**config.mk**
```make
export PLATFORM = sky130hd
export DESIGN_NAME = calendar_datetime_adder_unit
export DESIGN_NICKNAME = d
export VERILOG_FILES = /design/src/design/cda_pkg.sv /design/src/design/cda_datapath.sv /design/src/design/cda_ctrl.sv /design/src/design/calendar_datetime_adder_unit.sv
export SDC_FILE = /design/constraint.sdc
export NUM_CORES = 1
export LEC_CHECK = 0
export ABC_AREA = 1
export BUFFER_PORTS_ARGS = -buffer_cell sky130_fd_sc_hd__buf_2
export CAP_MARGIN = 0
export CELL_PAD_IN_SITES_DETAIL_PLACEMENT = 0
export CELL_PAD_IN_SITES_GLOBAL_PLACEMENT = 1
export CORE_ASPECT_RATIO = 1.75
export CORE_UTILIZATION = 30
export DETAILED_ROUTE_END_ITERATION = 6
export PLACE_DENSITY = 0.63
export SLEW_MARGIN = 0
export SYNTH_ARGS = -nofsm -noshare
export SYNTH_HDL_FRONTEND = slang
export SYNTH_HIERARCHICAL = 1
export SYNTH_SLANG_ARGS = --single-unit
```
**constraint.sdc**
```tcl
create_clock -name clk -period 9.64 [get_ports clk]
set_clock_uncertainty 0.15 [all_clocks]
set_input_delay 2.41 -clock clk [delete_from_list [all_inputs] [get_ports clk]]
set_output_delay 2.41 -clock clk [all_outputs]
set_load 0.03 [all_outputs]
```
**src/design/cda_pkg.sv**
```systemverilog
package cda_pkg;

    // Action codes carried by the action field of an input item.
    localparam logic [2:0] ACT_LOAD = 3'd0;
    localparam logic [2:0] ACT_SEC  = 3'd1;
    localparam logic [2:0] ACT_MIN  = 3'd2;
    localparam logic [2:0] ACT_HOUR = 3'd3;
    localparam logic [2:0] ACT_DAY  = 3'd4;

    // Unit moved by one step of the datapath.
    typedef enum logic [1:0] {
        UNIT_SEC  = 2'd0,
        UNIT_MIN  = 2'd1,
        UNIT_HOUR = 2'd2,
        UNIT_DAY  = 2'd3
    } unit_t;

    // Command bundle from the controller to the datapath.
    typedef struct packed {
        logic  load;
        logic  step;
        logic  up;
        unit_t unit;
    } dp_cmd_t;

    localparam logic [5:0]  SEC_MAX   = 6'd59;
    localparam logic [5:0]  MIN_MAX   = 6'd59;
    localparam logic [4:0]  HOUR_MAX  = 5'd23;
    localparam logic [3:0]  MONTH_DEC = 4'd12;
    localparam logic [4:0]  DAYS_31   = 5'd31;
    localparam logic [4:0]  DAYS_30   = 5'd30;
    localparam logic [4:0]  DAYS_29   = 5'd29;
    localparam logic [4:0]  DAYS_28   = 5'd28;

    // A 16-bit year is a multiple of 25 exactly when its product with the
    // inverse of 25 modulo 2^16 does not exceed (2^16 - 1) / 25.
    localparam logic [15:0] INV25       = 16'd23593;
    localparam logic [15:0] DIV25_LIMIT = 16'd2621;

    // Days in a month; months outside 1 to 12 count as 30 days.
    function automatic logic [4:0] month_length(input logic [3:0] month,
                                                input logic leap);
        logic [4:0] len;
        begin
            unique case (month)
                4'd2:                                   len = leap ? DAYS_29 : DAYS_28;
                4'd1, 4'd3, 4'd5, 4'd7, 4'd8, 4'd10, 4'd12: len = DAYS_31;
                default:                                len = DAYS_30;
            endcase
            return len;
        end
    endfunction

endpackage

```
**src/design/cda_datapath.sv**
```systemverilog
module cda_datapath
    import cda_pkg::*;
(
    input  logic        clk,
    input  logic        rst_n,
    input  dp_cmd_t     cmd,
    input  logic [5:0]  load_second,
    input  logic [5:0]  load_minute,
    input  logic [4:0]  load_hour,
    input  logic [4:0]  load_day,
    input  logic [3:0]  load_month,
    input  logic [15:0] load_year,
    output logic [5:0]  second_now,
    output logic [5:0]  minute_now,
    output logic [4:0]  hour_now,
    output logic [4:0]  day_now,
    output logic [3:0]  month_now,
    output logic [15:0] year_now
);

    logic [5:0]  second_reg, second_next;
    logic [5:0]  minute_reg, minute_next;
    logic [4:0]  hour_reg,   hour_next;
    logic [4:0]  day_reg,    day_next;
    logic [3:0]  month_reg,  month_next;
    logic [15:0] year_reg,   year_next;
    logic        leap_reg,   leap_next;
    logic [15:0] year_prod;
    logic        div25;

    // The leap flag is registered from the year, so it lags the year. A year
    // only moves at the turn of the year or on a load, and February is never
    // consulted before the flag catches up, so the lag is never seen.
    assign year_prod = 16'(year_reg * INV25);
    assign div25     = (year_prod <= DIV25_LIMIT);
    assign leap_next = (year_reg[1:0] == 2'd0) && (!div25 || (year_reg[3:0] == 4'd0));

    always_comb
    begin
        logic tick_min;
        logic tick_hour;
        logic tick_day;
        logic [3:0] prev_month;
        second_next = second_reg;
        minute_next = minute_reg;
        hour_next   = hour_reg;
        day_next    = day_reg;
        month_next  = month_reg;
        year_next   = year_reg;
        tick_min    = 1'b0;
        tick_hour   = 1'b0;
        tick_day    = 1'b0;
        prev_month  = 4'(month_reg - 4'd1);
        if (cmd.load)
        begin
            second_next = load_second;
            minute_next = load_minute;
            hour_next   = load_hour;
            day_next    = load_day;
            month_next  = load_month;
            year_next   = load_year;
        end
        else if (cmd.step)
        begin
            if (cmd.unit == UNIT_SEC)
            begin
                if (cmd.up)
                begin
                    if (second_reg < SEC_MAX) second_next = 6'(second_reg + 6'd1);
                    else
                    begin
                        second_next = 6'd0;
                        tick_min    = 1'b1;
                    end
                end
                else if (second_reg != 6'd0) second_next = 6'(second_reg - 6'd1);
                else
                begin
                    second_next = SEC_MAX;
                    tick_min    = 1'b1;
                end
            end
            if ((cmd.unit == UNIT_MIN) || tick_min)
            begin
                if (cmd.up)
                begin
                    if (minute_reg < MIN_MAX) minute_next = 6'(minute_reg + 6'd1);
                    else
                    begin
                        minute_next = 6'd0;
                        tick_hour   = 1'b1;
                    end
                end
                else if (minute_reg != 6'd0) minute_next = 6'(minute_reg - 6'd1);
                else
                begin
                    minute_next = MIN_MAX;
                    tick_hour   = 1'b1;
                end
            end
            if ((cmd.unit == UNIT_HOUR) || tick_hour)
            begin
                if (cmd.up)
                begin
                    if (hour_reg < HOUR_MAX) hour_next = 5'(hour_reg + 5'd1);
                    else
                    begin
                        hour_next = 5'd0;
                        tick_day  = 1'b1;
                    end
                end
                else if (hour_reg != 5'd0) hour_next = 5'(hour_reg - 5'd1);
                else
                begin
                    hour_next = HOUR_MAX;
                    tick_day  = 1'b1;
                end
            end
            if ((cmd.unit == UNIT_DAY) || tick_day)
            begin
                if (cmd.up)
                begin
                    if (day_reg < month_length(month_reg, leap_reg))
                        day_next = 5'(day_reg + 5'd1);
                    else if (month_reg < MONTH_DEC)
                    begin
                        month_next = 4'(month_reg + 4'd1);
                        day_next   = 5'd1;
                    end
                    else
                    begin
                        month_next = 4'd1;
                        day_next   = 5'd1;
                        year_next  = 16'(year_reg + 16'd1);
                    end
                end
                else if (day_reg > 5'd1) day_next = 5'(day_reg - 5'd1);
                else if (month_reg > 4'd1)
                begin
                    month_next = prev_month;
                    day_next   = month_length(prev_month, leap_reg);
                end
                else
                begin
                    month_next = MONTH_DEC;
                    day_next   = DAYS_31;
                    year_next  = 16'(year_reg - 16'd1);
                end
            end
        end
    end

    always_ff @(posedge clk or negedge rst_n)
    begin
        if (!rst_n)
        begin
            second_reg <= 6'd0;
            minute_reg <= 6'd0;
            hour_reg   <= 5'd0;
            day_reg    <= 5'd1;
            month_reg  <= 4'd1;
            year_reg   <= 16'd1;
            leap_reg   <= 1'b0;
        end
        else
        begin
            second_reg <= second_next;
            minute_reg <= minute_next;
            hour_reg   <= hour_next;
            day_reg    <= day_next;
            month_reg  <= month_next;
            year_reg   <= year_next;
            leap_reg   <= leap_next;
        end
    end

    assign second_now = second_reg;
    assign minute_now = minute_reg;
    assign hour_now   = hour_reg;
    assign day_now    = day_reg;
    assign month_now  = month_reg;
    assign year_now   = year_reg;

    // The year may only move on a load or a step, and by one per step.
    a_year_hold: assert property (@(posedge clk) disable iff (!rst_n)
        (!cmd.load && !cmd.step) |=> $stable(year_reg))
        else $error("year changed with no load or step");

    a_load_taken: assert property (@(posedge clk) disable iff (!rst_n)
        cmd.load |=> (year_reg == $past(load_year)) && (day_reg == $past(load_day)))
        else $error("load did not take the given date");

endmodule

```
**src/design/cda_ctrl.sv**
```systemverilog
module cda_ctrl
    import cda_pkg::*;
(
    input  logic        clk,
    input  logic        rst_n,
    input  logic        start,
    input  logic [2:0]  action,
    input  logic [15:0] amount,
    output logic        busy,
    output logic        done,
    output dp_cmd_t     cmd
);

    typedef enum logic [2:0] {
        ST_IDLE = 3'b001,
        ST_RUN  = 3'b010,
        ST_DONE = 3'b100
    } state_t;

    state_t      state_reg, state_next;
    logic [15:0] count_reg, count_next;
    logic        up_reg,    up_next;
    unit_t       unit_reg,  unit_next;
    logic        accept;
    logic [15:0] magnitude;
    logic        is_add;
    unit_t       unit_sel;

    assign accept    = start && (state_reg == ST_IDLE);
    assign magnitude = amount[15] ? 16'(~amount + 16'd1) : amount;

    always_comb
    begin
        is_add   = 1'b1;
        unit_sel = UNIT_SEC;
        unique case (action)
            ACT_SEC:  unit_sel = UNIT_SEC;
            ACT_MIN:  unit_sel = UNIT_MIN;
            ACT_HOUR: unit_sel = UNIT_HOUR;
            ACT_DAY:  unit_sel = UNIT_DAY;
            default:  is_add   = 1'b0;
        endcase
    end

    always_comb
    begin
        state_next = state_reg;
        count_next = count_reg;
        up_next    = up_reg;
        unit_next  = unit_reg;
        unique case (state_reg)
            ST_IDLE:
            begin
                if (start)
                begin
                    count_next = magnitude;
                    up_next    = ~amount[15];
                    unit_next  = unit_sel;
                    state_next = (is_add && (magnitude != 16'd0)) ? ST_RUN : ST_DONE;
                end
            end
            ST_RUN:
            begin
                count_next = 16'(count_reg - 16'd1);
                if (count_reg == 16'd1) state_next = ST_DONE;
            end
            ST_DONE:
            begin
                state_next = ST_IDLE;
            end
            default:
            begin
                state_next = ST_IDLE;
            end
        endcase
    end

    always_ff @(posedge clk or negedge rst_n)
    begin
        if (!rst_n)
        begin
            state_reg <= ST_IDLE;
            count_reg <= 16'd0;
            up_reg    <= 1'b1;
            unit_reg  <= UNIT_SEC;
        end
        else
        begin
            state_reg <= state_next;
            count_reg <= count_next;
            up_reg    <= up_next;
            unit_reg  <= unit_next;
        end
    end

    assign busy     = (state_reg != ST_IDLE);
    assign done     = (state_reg == ST_DONE);
    assign cmd.load = accept && (action == ACT_LOAD);
    assign cmd.step = (state_reg == ST_RUN);
    assign cmd.up   = up_reg;
    assign cmd.unit = unit_reg;

    a_run_count: assert property (@(posedge clk) disable iff (!rst_n)
        (state_reg == ST_RUN) |-> (count_reg != 16'd0))
        else $error("stepping with no steps left");

    a_last_step: assert property (@(posedge clk) disable iff (!rst_n)
        ((state_reg == ST_RUN) && (count_reg == 16'd1)) |=> done)
        else $error("no result after the last step");

    a_load_result: assert property (@(posedge clk) disable iff (!rst_n)
        cmd.load |=> done)
        else $error("load not answered in the next cycle");

    a_done_once: assert property (@(posedge clk) disable iff (!rst_n)
        done |=> !busy)
        else $error("result strobe not followed by idle");

endmodule

```
**src/design/calendar_datetime_adder_unit.sv**
```systemverilog
// Channel   Handshake           Ports
// -------   -----------------   ----------------------------------------------------
// command   start && !busy      action, amount, load_second .. load_year
// result    done (one cycle)    second_now, minute_now, hour_now, day_now, month_now,
//                               year_now
//
// A load, an unused action or a zero amount is answered in the cycle after it is taken.
// An add of n units steps the date once per clock in the single stepping datapath, n
// steps in all, up to 32768 for -32768, and then gives its result. After the result the
// block returns to idle before it takes the next item, so no new item is taken mid-add.
// Reset (rst_n low, asynchronous) gives 00:00:00 on 1 January of year 1 and clears busy.
// Results cannot be held off: done is high for exactly one cycle and the receiver takes it.
module calendar_datetime_adder_unit
    import cda_pkg::*;
(
    input  logic        clk,
    input  logic        rst_n,
    input  logic        start,
    output logic        busy,
    input  logic [2:0]  action,
    input  logic [15:0] amount,
    input  logic [5:0]  load_second,
    input  logic [5:0]  load_minute,
    input  logic [4:0]  load_hour,
    input  logic [4:0]  load_day,
    input  logic [3:0]  load_month,
    input  logic [15:0] load_year,
    output logic        done,
    output logic [5:0]  second_now,
    output logic [5:0]  minute_now,
    output logic [4:0]  hour_now,
    output logic [4:0]  day_now,
    output logic [3:0]  month_now,
    output logic [15:0] year_now
);

    // The controller decodes each item and counts down the steps; the datapath
    // holds the date and time and moves it by one unit when told to.
    dp_cmd_t cmd;

    cda_ctrl u_ctrl (
        .clk    (clk),
        .rst_n  (rst_n),
        .start  (start),
        .action (action),
        .amount (amount),
        .busy   (busy),
        .done   (done),
        .cmd    (cmd)
    );

    // The result ports show the date registers directly. They are only
    // meaningful while done is high, when the registers are at rest.
    cda_datapath u_datapath (
        .clk         (clk),
        .rst_n       (rst_n),
        .cmd         (cmd),
        .load_second (load_second),
        .load_minute (load_minute),
        .load_hour   (load_hour),
        .load_day    (load_day),
        .load_month  (load_month),
        .load_year   (load_year),
        .second_now  (second_now),
        .minute_now  (minute_now),
        .hour_now    (hour_now),
        .day_now     (day_now),
        .month_now   (month_now),
        .year_now    (year_now)
    );

endmodule

```
Word level (Yosys, flattened, before mapping)
Index checks and enable logic that the tools add are counted.
{ "op_classes": {"n_eq_ne": 34, "muxes": 75, "n_reduce_logical": 35, "bitwise": 2, "order_cmp": 8, "multipliers": 1, "addsub": 14} }
{ "op_table": {"columns": ["operator", "n"], "rows": [
  ["$mux 16", 10],
  ["$mux 5", 17],
  ["$mux 6", 12],
  ["$add 16x1->16 const B", 2],
  ["$mux 4", 8],
  ["$pmux 16 s2", 1],
  ["$sub 16x1->16 const B", 2],
  ["$eq 4x4->1 const B", 6],
  ["$mux 1", 20],
  ["$pmux 5 s2", 2],
  ["$eq 16x1->1 const B", 1],
  ["$eq 4x2->1 const B", 4],
  ["$eq 4x3->1 const B", 4],
  ["$le 16x12->1 const B", 1],
  ["$mul 16x15->16 const B", 1],
  ["$not 16->16", 1],
  ["$reduce_bool 16->1", 1],
  ["$reduce_and 2->1", 7],
  ["$reduce_or 7->1", 2],
  ["$add 6x1->6 const B", 2],
  ["$lt 6x6->1 const B", 2],
  ["$ne 3x3->1 const B", 4],
  ["$reduce_bool 2->1", 6],
  ["$reduce_bool 6->1", 2],
  ["33 further kinds", 51]
]} }
{ "totals": {"output_inout_bits": 44, "reg_bits": 65} }

Longest topological paths before layout
{ "logic_depth": {"ltp_word": 24, "mapped_depth": 20} }

Modules after synthesis
The synthesis kept the hierarchy.
{ "modules_own_cells": {"columns": ["mod", "n_inst", "cells_per_inst", "area_per_inst_um2", "seq_area_each_um2"], "rows": [
  ["cda_datapath", 1, 931, 6249.7, 1079.8],
  ["cda_ctrl", 1, 274, 1805.5, 553.0]
]} }

Worst setup path after synthesis
Ideal clock, no wire load.
{ "synth_timing": {"kind": "flip-flop to flip-flop", "startpoint": "register u_datapath.year_reg[0], in the netlist u_datapath/year_now[0]", "endpoint": "register u_datapath.leap_reg", "n_path_buf": 0, "arrival_ns": 4.180, "slack_ns": 5.233, "path_stages_with_launch": 16, "required_time_ns": 9.413, "period_less_slack_ns": 4.407, "cell_sequence": "dfstp_2 ha_1 ha_1 inv_1 fa_1 fa_1 inv_1 fa_1 ha_1 ha_1 nand2_1 or2_2 nand3_1 nand3b_1 nand2_1 a21oi_1"} }
{ "synth_between": {"elab_chain_cells": 5, "elab_cells_between_ends": 7, "cone_classes": "mul: 1; order compare: 1; reduce/logical: 5"} }
{ "synth_lines": {"columns": ["item", "line_no", "source"], "rows": [
  ["from (decl)", "cda_datapath.sv:26", "logic [15:0] year_reg, year_next;"],
  ["from (signal assigned)", "cda_datapath.sv:172", "year_reg <= year_next;"],
  ["$mul 16x15->16", "cda_datapath.sv:34", "assign year_prod = 16'(year_reg * INV25);"],
  ["$le 16x12->1", "cda_datapath.sv:35", "assign div25 = (year_prod <= DIV25_LIMIT);"],
  ["$logic_not 1->1", "cda_datapath.sv:36", "assign leap_next = (year_reg[1:0] == 2'd0) && (!div25 || (year_reg[3:0] == 4'd0));"],
  ["$logic_or 1x1->1", "cda_datapath.sv:36", null],
  ["$logic_and 1x1->1 *", "cda_datapath.sv:36", null],
  ["net u_datapath.leap_next", "cda_datapath.sv:27", "logic leap_reg, leap_next;"],
  ["to (signal assigned)", "cda_datapath.sv:173", "leap_reg <= leap_next;"],
  ["to (decl)", "cda_datapath.sv:27", null]
]} }
Mark *: on every way through the listed nets, which the timed path passes. The rest lies on a longest branch.
A chain may end at the register's enable or synchronous reset.

==> flow_summary.yaml <==
layout:
  num-fill-cells: 2991
  antenna_cells: 0
  finalNonFillerCells: 1627
  syn2layout_area_growth_pct: 13.4
  seqCellArea_um2: 1630
  nNetsFinal: 1477
  fin_area_um2: 9130
  layout_commonest_cell: "nand2_1"
  final_cell_mix: "369 x nand2_1, 176 x inv_1, 107 x buf_2"
  drive_above_1_share: 0.138
  multi_input_area_um2: 5540
clocking:
  cts_buffers: 9
  clk_path_buf_depth: 2
  cts_resized: 0
  h-tree-depth: 3
  cts_setup_buffers: 0
  cts_tree: "built"
  insertion_delay_ps: 350
  cts_hold_buf: 0
  root_buffer: "clkbuf_16"
  clk_pin_slew_worst_paths_ps: 60
  cts.sinks: 65
critical_path:
  r2r_start: "u_datapath/year_now[0]"
  end_kind: "flop"
  rr_worst_depth: 15
  r2r_slack_ps: 4730
  startpoint_type: "input pin"
  worstPathMaxFanout: 50
  crit_arrival_ps: 5330
  critPathRequiredTime_ps: 9730
  reg2reg_to: "u_datapath/leap_reg"
  path_class: "in -> reg"
synthesis:
  synthCells: 1205
  synth_mux_area_frac: 0
  ys_ff_latch: 65
  syn_area_um2: 8060
  synth_top_family_by_area: "simple AND/OR/NAND/NOR gates"
  synth-seq-area-share: 0.203
  syn-num-nets: 1384
  yosys_warnings: 6
  synth-compound-area-share: 0.107
  yosysUniqueCellTypes: 56
  avgSynthCellArea_um2: 6.68
  synthAdderAreaFrac: 0.196
  synth_xor_area_frac: 0.0370
  synthSimpleGateAreaFrac: 0.346
global_route:
  antenna_found_initial: 0
  grt_pass1_wl_um: 41700
  grt_overflow_total: 0
  grt_pass1_vias: 8108
  track_usage: 0.198
  grt_max_degree: 66
floorplanning:
  die_area_um2: 27500
  core_area_um2: 26500
  fp.dieW_um: 126
  row_count: 79
  pin_count: 108
  start_util: 0.304
  chipHeight_um: 219
min_path:
  hold_path.class: "reg -> reg"
  hold_depth: 2
  min_delay_worst_endpoint: "u_ctrl/count_reg[15]"
  holdCritStartpoint: "u_ctrl/count_reg[15]"
routing:
  wl_um: 26300
  firstDrtPassIters: 6
  drc: 2
  drt_iter0_drc: 277
  vias: 7859
  drtAntennaViolNets: 0
  vias_per_cell: 4.83
  wl_per_cell_um: 16.1
timing:
  tns_ps: 0
  max_freq_mhz: 191
  period_needed_ps: 5240
  worst_slew_pin_slew_ps: 977
  rsz0062_at_grt: "false"
  slew_violations: 0
  hold_violations: 0
  period_share: 0.543
  setup_viol: 0
  relSlewSlack: 0.348
placed_design:
  hpwl_um: 21800
  placed_area_um2: 8840
  dp_cells: 1611
  io_buffers: 107
  gp_congestion: 0.804
outcome:
  status: "complete, but fails checks"
  violations: "design-rule violations"
flow_run:
  max-cap-violations: 0
worst max-delay path: stages:
cell	delay (ps)
buf_2	80
nand4_2	390
nor4_2	300
buf_4	520
inv_1	600
o31ai_1	220
inv_1	110
nand2_4	300
nand2_4	200
nand2_1	110
nand2_1	60
cell usage after synthesis (all sizes together):
library cell,instances,area [um2]
o211ai,14,105
nor3b,1,7.51
a211o,1,8.76
o31ai,2,15.0
a21o,1,7.51
o221ai,5,43.8
nor2,84,363
xor2,15,131
xnor2,19,166
clkinv,3,11.3
nand3b,11,82.6
nor3,9,61.3
fa,19,380
or2,3,21.3
a21oi,44,220
o41ai,1,8.76
a22oi,1,7.51
nand2,381,1490
o21a,1,7.51
buf,20,158
inv,184,691
o21ai,61,317
nand3,106,551
o311ai,2,17.5
dfstp,5,131
a31oi,7,43.8
a21boi,1,7.51
o22ai,5,31.3
dfrtp,60,1500
ha,96,1200
and2,4,25.0
nor4,3,25.0
clkbuf,8,30.0
a211oi,1,7.51
nand4,25,169
o21bai,2,15.0
logic make-up (layout without fill, tap and decap cells):
| family | Yosys count | in the layout |
|---|---|---|
| fa+ha+maj | 115 | 115 |
| flops | 65 | 65 |
| buf+inv | 215 | 313 |
| xor+xnor | 34 | 34 |
| simple gates | 627 | 627 |
| compound gates | 149 | 149 |
final cells by class:
type / count / share of cell area
flip-flops and latches: 65 / 0.179
repair buffers: 110 / 0.0611
well taps: 324 / 0.0444
clock buffers: 9 / 0.0247
clock inverters: 7 / 0.00781
inverters: 187 / 0.0768
multi-input cells: 925 / 0.606
worst max-delay path by stage:
stage / slack (ps) / depth (start not counted) / start / to
floorplan: 5230 / 15 / u_datapath/year_now[0] / u_datapath/leap_reg
global placement: 4100 / 11 / start / u_datapath/year_now[1]
detailed placement: 3980 / 11 / start / u_datapath/year_now[12]
CTS: 4340 / 11 / start / u_datapath/year_now[12]
global route: 4030 / 11 / start / u_datapath/year_now[9]
finish: 4400 / 11 / start / u_datapath/year_now[9]
routing by layer:
layer  wire length, um  track usage
met1              9230        0.181
met4              1010       0.0916
met2             15400        0.420
met3               587       0.0236
met5                 0            0
through the flow:
step	utilization	hold WS [ps]	setup slack, ps
6_report	0.345	345	4400
5_1_grt	0.345	380	4030
4_1_cts	0.345	352	4340
3_5_place_dp	0.334	339	3980
3_3_place_gp	0.334	331	4100
2_1_floorplan	-	309	5230
Power is left out: the tool's default activity adds up to more than one toggle a clock period on the data nets, which glitch-free logic cannot reach.
